**src/design/b2h_pkg.sv**
```systemverilog
// Shared types, constants and the divider step for the BGR to HSV pixel converter.
package b2h_pkg;

	localparam int unsigned CHAN_W = 8;
	localparam int unsigned DIFF_W = CHAN_W + 1;
	// Numerators reach 360*255+255 for hue, so the remainder needs 17 bits.
	localparam int unsigned REM_W = 17;
	localparam int unsigned DVSR_W = CHAN_W + 1;
	localparam int unsigned QUO_W = CHAN_W;
	localparam int unsigned HUE_T_W = 19;

	localparam logic [QUO_W-1:0] HUE_WRAP = QUO_W'(180);
	localparam logic signed [HUE_T_W-1:0] HUE_GREEN_BASE = HUE_T_W'(120);
	localparam logic signed [HUE_T_W-1:0] HUE_BLUE_BASE = HUE_T_W'(240);
	localparam logic signed [HUE_T_W-1:0] HUE_SLOPE = HUE_T_W'(60);
	localparam logic signed [HUE_T_W-1:0] HUE_FULL = HUE_T_W'(360);

	typedef struct packed {
		logic [CHAN_W-1:0] blue_in;
		logic [CHAN_W-1:0] green_in;
		logic [CHAN_W-1:0] red_in;
	} pix_in_t;

	typedef struct packed {
		logic [CHAN_W-1:0] hue_out;
		logic [CHAN_W-1:0] sat_out;
		logic [CHAN_W-1:0] val_out;
	} pix_out_t;

	typedef enum logic [1:0] {
		SEC_RED,
		SEC_GREEN,
		SEC_BLUE
	} sector_t;

	// One restoring division in flight: partial remainder, divisor and quotient so far.
	typedef struct packed {
		logic [REM_W-1:0] rem;
		logic [DVSR_W-1:0] dvsr;
		logic [QUO_W-1:0] quo;
	} div_t;

	typedef struct packed {
		div_t sat_div;
		div_t hue_div;
		logic sat_zero;
		logic hue_zero;
		logic [CHAN_W-1:0] val;
	} div_stage_t;

	// Two quotient bits, starting at bit hi_bit and working downwards.
	function automatic div_t div_two_bits(div_t x, int unsigned hi_bit);
		div_t y;
		logic [REM_W-1:0] shifted;
		y = x;
		for (int unsigned j = 0; j < 2; j++) begin
			shifted = REM_W'(y.dvsr) << (hi_bit - j);
			if (y.rem >= shifted) begin
				y.rem = y.rem - shifted;
				y.quo = {y.quo[QUO_W-2:0], 1'b1};
			end else begin
				y.quo = {y.quo[QUO_W-2:0], 1'b0};
			end
		end
		return y;
	endfunction

endpackage

```
**src/design/bgr_to_hsv_pixel.sv**
```systemverilog
// Pipelined BGR to HSV conversion, one pixel per clock unless hsv_ready stalls it.
//
// Pixels enter on pix with pix_valid and pix_ready; results leave on hsv with
// hsv_valid and hsv_ready. A beat moves on a channel at a rising edge with
// valid and ready both high. Each pixel yields exactly one result beat.
// The input beat is registered in stage one, and its result passes through
// stages two to seven; hsv_valid is the stage seven valid bit. Throughput is
// one pixel per cycle while hsv_ready holds high: every stage is a register,
// and restoring dividers for saturation and hue span four stages, two quotient
// bits per stage. Stage one finds maximum, minimum and sector; stage two
// forms the numerators; stages three to six divide; stage seven applies the
// hue wrap and the grey and black cases and is the output register.
// Reset clears all valid bits, so the pipeline comes up empty.
// When hsv_ready is low, a full stage holds while the stage after it holds,
// and pix_ready falls once the whole pipeline is full; no beat is lost
// or repeated.
module bgr_to_hsv_pixel (
	input  logic clk,
	input  logic arst_n,
	input  logic pix_valid,
	output logic pix_ready,
	input  b2h_pkg::pix_in_t pix,
	output logic hsv_valid,
	input  logic hsv_ready,
	output b2h_pkg::pix_out_t hsv
);

	localparam int unsigned CW = b2h_pkg::CHAN_W;
	localparam int unsigned TW = b2h_pkg::HUE_T_W;

	logic valid_s1, valid_s2, valid_s3, valid_s4, valid_s5, valid_s6, valid_s7;
	logic en_s1, en_s2, en_s3, en_s4, en_s5, en_s6, en_s7;

	assign en_s7 = !valid_s7 || hsv_ready;
	assign en_s6 = !valid_s6 || en_s7;
	assign en_s5 = !valid_s5 || en_s6;
	assign en_s4 = !valid_s4 || en_s5;
	assign en_s3 = !valid_s3 || en_s4;
	assign en_s2 = !valid_s2 || en_s3;
	assign en_s1 = !valid_s1 || en_s2;
	assign pix_ready = en_s1;

	always_ff @(posedge clk or negedge arst_n) begin
		if (!arst_n) begin
			valid_s1 <= 1'b0;
			valid_s2 <= 1'b0;
			valid_s3 <= 1'b0;
			valid_s4 <= 1'b0;
			valid_s5 <= 1'b0;
			valid_s6 <= 1'b0;
			valid_s7 <= 1'b0;
		end else begin
			if (en_s1) valid_s1 <= pix_valid;
			if (en_s2) valid_s2 <= valid_s1;
			if (en_s3) valid_s3 <= valid_s2;
			if (en_s4) valid_s4 <= valid_s3;
			if (en_s5) valid_s5 <= valid_s4;
			if (en_s6) valid_s6 <= valid_s5;
			if (en_s7) valid_s7 <= valid_s6;
		end
	end

	// Stage one: maximum, minimum and the sector of the largest channel.
	logic [CW-1:0] mx_c, mn_c;
	logic signed [b2h_pkg::DIFF_W-1:0] diff_c;
	b2h_pkg::sector_t sec_c;

	always_comb begin
		if (pix.red_in >= pix.green_in && pix.red_in >= pix.blue_in) begin
			sec_c = b2h_pkg::SEC_RED;
			mx_c = pix.red_in;
			diff_c = signed'({1'b0, pix.green_in}) - signed'({1'b0, pix.blue_in});
		end else if (pix.green_in >= pix.blue_in) begin
			sec_c = b2h_pkg::SEC_GREEN;
			mx_c = pix.green_in;
			diff_c = signed'({1'b0, pix.blue_in}) - signed'({1'b0, pix.red_in});
		end else begin
			sec_c = b2h_pkg::SEC_BLUE;
			mx_c = pix.blue_in;
			diff_c = signed'({1'b0, pix.red_in}) - signed'({1'b0, pix.green_in});
		end
		mn_c = pix.red_in;
		if (pix.green_in < mn_c) mn_c = pix.green_in;
		if (pix.blue_in < mn_c) mn_c = pix.blue_in;
	end

	logic [CW-1:0] mx_s1, d_s1;
	logic signed [b2h_pkg::DIFF_W-1:0] diff_s1;
	b2h_pkg::sector_t sec_s1;

	always_ff @(posedge clk) begin
		if (en_s1) begin
			mx_s1 <= mx_c;
			d_s1 <= mx_c - mn_c;
			diff_s1 <= diff_c;
			sec_s1 <= sec_c;
		end
	end

	// Stage two: hue scaled by delta, wrapped to be non-negative, and both numerators.
	logic signed [TW-1:0] d_t, diff_t, base_c, t_c, t_wrap_c;
	logic [b2h_pkg::REM_W-1:0] sat_num_c, hue_num_c;

	always_comb begin
		d_t = signed'({{(TW - CW){1'b0}}, d_s1});
		diff_t = TW'(diff_s1);
		unique case (sec_s1)
			b2h_pkg::SEC_RED: base_c = '0;
			b2h_pkg::SEC_GREEN: base_c = TW'(b2h_pkg::HUE_GREEN_BASE * d_t);
			b2h_pkg::SEC_BLUE: base_c = TW'(b2h_pkg::HUE_BLUE_BASE * d_t);
			default: base_c = '0;
		endcase
		t_c = base_c + TW'(b2h_pkg::HUE_SLOPE * diff_t);
		if (t_c < 0)
			t_wrap_c = t_c + TW'(b2h_pkg::HUE_FULL * d_t);
		else
			t_wrap_c = t_c;
		hue_num_c = b2h_pkg::REM_W'(t_wrap_c + d_t);
		// 255*d is d*256 - d; half the maximum gives round to nearest.
		sat_num_c = ({1'b0, d_s1, 8'b0} - b2h_pkg::REM_W'(d_s1))
			+ b2h_pkg::REM_W'(mx_s1 >> 1);
	end

	b2h_pkg::div_stage_t dv_s2, dv_s3, dv_s4, dv_s5, dv_s6;

	always_ff @(posedge clk) begin
		if (en_s2) begin
			dv_s2.sat_div.rem <= sat_num_c;
			dv_s2.sat_div.dvsr <= b2h_pkg::DVSR_W'(mx_s1);
			dv_s2.sat_div.quo <= '0;
			dv_s2.hue_div.rem <= hue_num_c;
			dv_s2.hue_div.dvsr <= {d_s1, 1'b0};
			dv_s2.hue_div.quo <= '0;
			dv_s2.sat_zero <= (mx_s1 == '0);
			dv_s2.hue_zero <= (d_s1 == '0);
			dv_s2.val <= mx_s1;
		end
	end

	// Stages three to six: two quotient bits per stage for both divisions.
	function automatic b2h_pkg::div_stage_t step(b2h_pkg::div_stage_t x,
			int unsigned hi_bit);
		b2h_pkg::div_stage_t y;
		y = x;
		y.sat_div = b2h_pkg::div_two_bits(x.sat_div, hi_bit);
		y.hue_div = b2h_pkg::div_two_bits(x.hue_div, hi_bit);
		return y;
	endfunction

	always_ff @(posedge clk) begin
		if (en_s3) dv_s3 <= step(dv_s2, 7);
		if (en_s4) dv_s4 <= step(dv_s3, 5);
		if (en_s5) dv_s5 <= step(dv_s4, 3);
		if (en_s6) dv_s6 <= step(dv_s5, 1);
	end

	// Stage seven: a hue of exactly 180 wraps to 0; black and grey force zeros.
	b2h_pkg::pix_out_t out_s7;

	always_ff @(posedge clk) begin
		if (en_s7) begin
			out_s7.val_out <= dv_s6.val;
			out_s7.sat_out <= dv_s6.sat_zero ? '0 : dv_s6.sat_div.quo;
			if (dv_s6.hue_zero || dv_s6.hue_div.quo >= b2h_pkg::HUE_WRAP)
				out_s7.hue_out <= '0;
			else
				out_s7.hue_out <= dv_s6.hue_div.quo;
		end
	end

	assign hsv_valid = valid_s7;
	assign hsv = out_s7;

endmodule
```
**config.mk**
```make
export PLATFORM = sky130hd
export DESIGN_NAME = bgr_to_hsv_pixel
export DESIGN_NICKNAME = d
export VERILOG_FILES = /design/src/design/b2h_pkg.sv /design/src/design/bgr_to_hsv_pixel.sv
export SDC_FILE = /design/constraint.sdc
export NUM_CORES = 1
export LEC_CHECK = 0
export ABC_AREA = 1
export BUFFER_PORTS_ARGS = -buffer_cell sky130_fd_sc_hd__buf_2
export CAP_MARGIN = 5
export CELL_PAD_IN_SITES_DETAIL_PLACEMENT = 0
export CELL_PAD_IN_SITES_GLOBAL_PLACEMENT = 1
export CORE_MARGIN = 2
export CORE_UTILIZATION = 45
export CTS_CLUSTER_SIZE = 28
export DETAILED_ROUTE_END_ITERATION = 7
export PLACE_DENSITY_LB_ADDON = 0.2
export SETUP_SLACK_MARGIN = 0.3
export SLEW_MARGIN = 20
export SYNTH_ARGS = -nofsm -noshare
export SYNTH_HDL_FRONTEND = slang
export SYNTH_SLANG_ARGS = --single-unit
```
**constraint.sdc**
```tcl
create_clock -name clk -period 7.7 [get_ports clk]
set_input_delay 0.77 -clock clk [delete_from_list [all_inputs] [get_ports clk]]
set_output_delay 0.77 -clock clk [all_outputs]
set_load 0.01 [all_outputs]
```
==> results.md <==
* Buffers on Ports at 53
* TritonCTS clock tree: yes
* # diodes at 0
* Ranking of synthesized cells by area: edfxtp_1, ha_1, nand2_1
* RSZ-0062 raised after global routing: false
* Antenna-violating nets left at 0
* Routability Congestion at 0.900
* Ys flop type: edfxtp_1
* CTS Sinks at 308
* Final WL at 64.3 mm
* Met3 Use GR at 0.0213
* Syn_nets at around 3,500
* Starting Density at 0.455
* Busiest grt layer: met2
* Seq cells post-synth at a little over 300
* Final slew viol count at 0
* I/O Pins at 54
* Area grow syn2layout at 9.14%
* # setup viols final at 0
* Placed cell count at about 3,900
* HP Class: input pin to async pin
* Netlist cell types at 57
* Status: finished, final reports clean
* EDFF count, synth at 301
* Largest net degree at the start of global routing at 65
* Setup tns final at 0 ns
* Rel. slew slack at 0.290
* Clock transition at the registers of the reported paths at 0.06 ns
* First-pass GRT wire length at 105 mm
* Sequential area share after synthesis at 0.359
* Cell family with most CP delay: adder cells
* Startpoint types: flip-flop
* Std cell rows at 87
* CTS max path bufs at 3
* Final Cycle Share at 0.877
* F_max at between 100 and 150 MHz
* Core area at 56,400 um2
* GR Layer Usage met2 at 0.416
* # DRC at 0
* GR Overflow Total at 0
* Die area at 59,000 um2
* First-pass DRT Iterations at 5
* Worst skew pair latency at 0.55 ns
* CP Max Fanout at 11
* Crit path kind: flip-flop to flip-flop
* Initial DRC count at 1,130
* Via count at 20,400
* Grt met1 use at 0.263
* Worst EP arrival at 7.05 ns
* Crit end category: flip-flop
* Asr flop ratio synth at 0.0227
* Total number of yosys warnings at 0
* Nets@finish at around 3,500
* Vias in the first global route at 20,400
* Non-filler cells, final at 3,951
* Mapped Avg Cell Area at 8.29 um2
* Slew @ Worst Pin at around 1.1 ns
* Max-capacitance violation count at 0
* Vias per cell at 5.16
* Detailed Place HPWL at between 50 and 60 mm
* Layout cells sized above 1 at 0.0707
* Slowest cell delay on critical path at 0.51 ns
* Num CTS Buffers at 36
* Initial antenna violation count at 0
* H-tree depth at 2
* Die height at 243 um
* Critical Path Most Common Cell: nand2_1
* Per-cell routed wire length at 16.3 um
* Syn Std Cell Area at 25,700 um2
* Worst clock skew at 0.0312 ns
* Worst path bufs/invs at 4
* Hold Violations, Final at 0
* Post-route minimum period at 6.76 ns
* All-Layer GR Usage at 0.221
* Top-area cell type share of the netlist area at 0.352
* Area leader, netlist: edfxtp_1
* DIE WIDTH at around 240 um
* Post-Syn Instances at roughly 3,100
* CP required at 7.99 ns
* CP max-delay cell: fa_1
* Clock Tree Root: clkbuf_16
-- synth_stat cells (9+ instances only) --
cell type and number:
nor2_1 218, o21ai_0 164, edfxtp_1 301, nor4_1 13
nand2_1 695, ha_1 276, clkbuf_1 14, nand3_1 170
nor3_1 33, a31oi_1 17, nand3_2 9, inv_2 9
or2_2 23, nand4_1 50, nand3b_1 13, xnor2_1 59
o211ai_1 14, nand2_2 18, inv_1 491, a21oi_1 192
xor2_1 117, o21bai_1 10, fa_1 59, a21o_1 15
buf_6 9, nor2_2 12
-- per-layer routing --
metal	wire length, um	up-vias
met1	27300	9458
met2	33200	360
met4	1770	0
li1	-	10500
met5	0	-
met3	1970	90
-- registers in the layout, summed over array words and instances, names as in the netlist, 2 cells and up --
name,count
d_s1,8
diff_s1,9
dv_s2,50
dv_s3,54
dv_s4,58
dv_s5,62
dv_s6,26
hsv,24
mx_s1,8
sec_s1,2
-- cell type report --
cell class | count | area (um2)
flip-flops and latches | 308 | 9210
multi-input cells | 2256 | 14400
inverters | 501 | 1880
clock inverters | 21 | 256
repair buffers | 66 | 363
fillers | 5506 | 28400
well taps | 756 | 946
clock buffers | 43 | 958
-- cell families after synthesis --
family / count (synthesis) / synth area share
buffers and inverters: 530 / 0.0806
xor gates and xnor gates: 176 / 0.0601
adders and majority gates: 335 / 0.181
and+or+nand+nor: 1283 / 0.220
muxes: 2 / 0.000878
AOI/OAI and AO/OA: 460 / 0.0989
DFF: 308 / 0.359
-- layout by cell type (no fill, tap or decap), types with 6 or more instances in the layout --
cell | synthesis | routed
o21ai_0 | 164 | 163
xnor2_1 | 59 | 59
clkinv_2 | 0 | 8
xor2_1 | 117 | 117
or2_2 | 23 | 23
edfxtp_1 | 301 | 301
inv_1 | 491 | 487
nand4_1 | 50 | 50
nor4_1 | 13 | 13
nand2_4 | 8 | 9
buf_4 | 2 | 13
nor3_1 | 33 | 33
o21ai_2 | 7 | 7
a21oi_1 | 192 | 192
fa_1 | 59 | 59
nor2_2 | 12 | 12
dfrtp_1 | 7 | 7
nand3_1 | 170 | 170
nand3b_1 | 13 | 13
buf_2 | 3 | 53
o21bai_1 | 10 | 10
clkbuf_16 | 0 | 37
o22ai_1 | 8 | 8
nand2_2 | 18 | 17
nand2_1 | 695 | 695
nor2_1 | 218 | 218
a211oi_1 | 6 | 6
a21o_1 | 15 | 15
o211ai_1 | 14 | 14
o21ai_1 | 6 | 7
ha_1 | 276 | 276
nand3_2 | 9 | 9
inv_2 | 9 | 12
a31oi_1 | 17 | 17
-- stage by stage --
stage / area [um2] / util / hold WS, ns / setup WS (ns)
5_1_grt: 28000 / 0.497 / 0.0602 / 0.355
6_report: 28000 / 0.497 / 0.0789 / 0.945
3_3_place_gp: 26700 / 0.474 / 0.402 / 0.908
2_1_floorplan: 25700 / - / 0.400 / 0.714
3_5_place_dp: 26700 / 0.474 / 0.405 / 0.733
4_1_cts: 28000 / 0.496 / 0.0476 / 0.715
-- worst paths after layout --
| check | start | endpoint | slack, ns | cells after the start |
|---|---|---|---|---|
| setup / recovery | diff_s1[2] | dv_s2[41] | 0.94 | 38 |
| hold / removal | arst_n | hsv_valid | 0.08 | 1 |
| setup reg to reg | diff_s1[2] | dv_s2[41] | 0.94 | 38 |
| hold reg to reg | dv_s4[12] | dv_s5[14] | 0.41 | 0 |
| max in group asynchronous | arst_n | valid_s1 | 7.37 | 1 |
| min in group clk | dv_s4[12] | dv_s5[14] | 0.41 | 0 |
-- timing repair --
item,4_1_cts,5_1_grt
hold buffers,0,0
resized for setup,0,2
hold endpoints to repair,0,0
setup endpoints to repair,0,7
buffers inserted,0,7
Power is not shown: default switching activity piles up to over one toggle a cycle in this logic, so the estimate is an artifact.
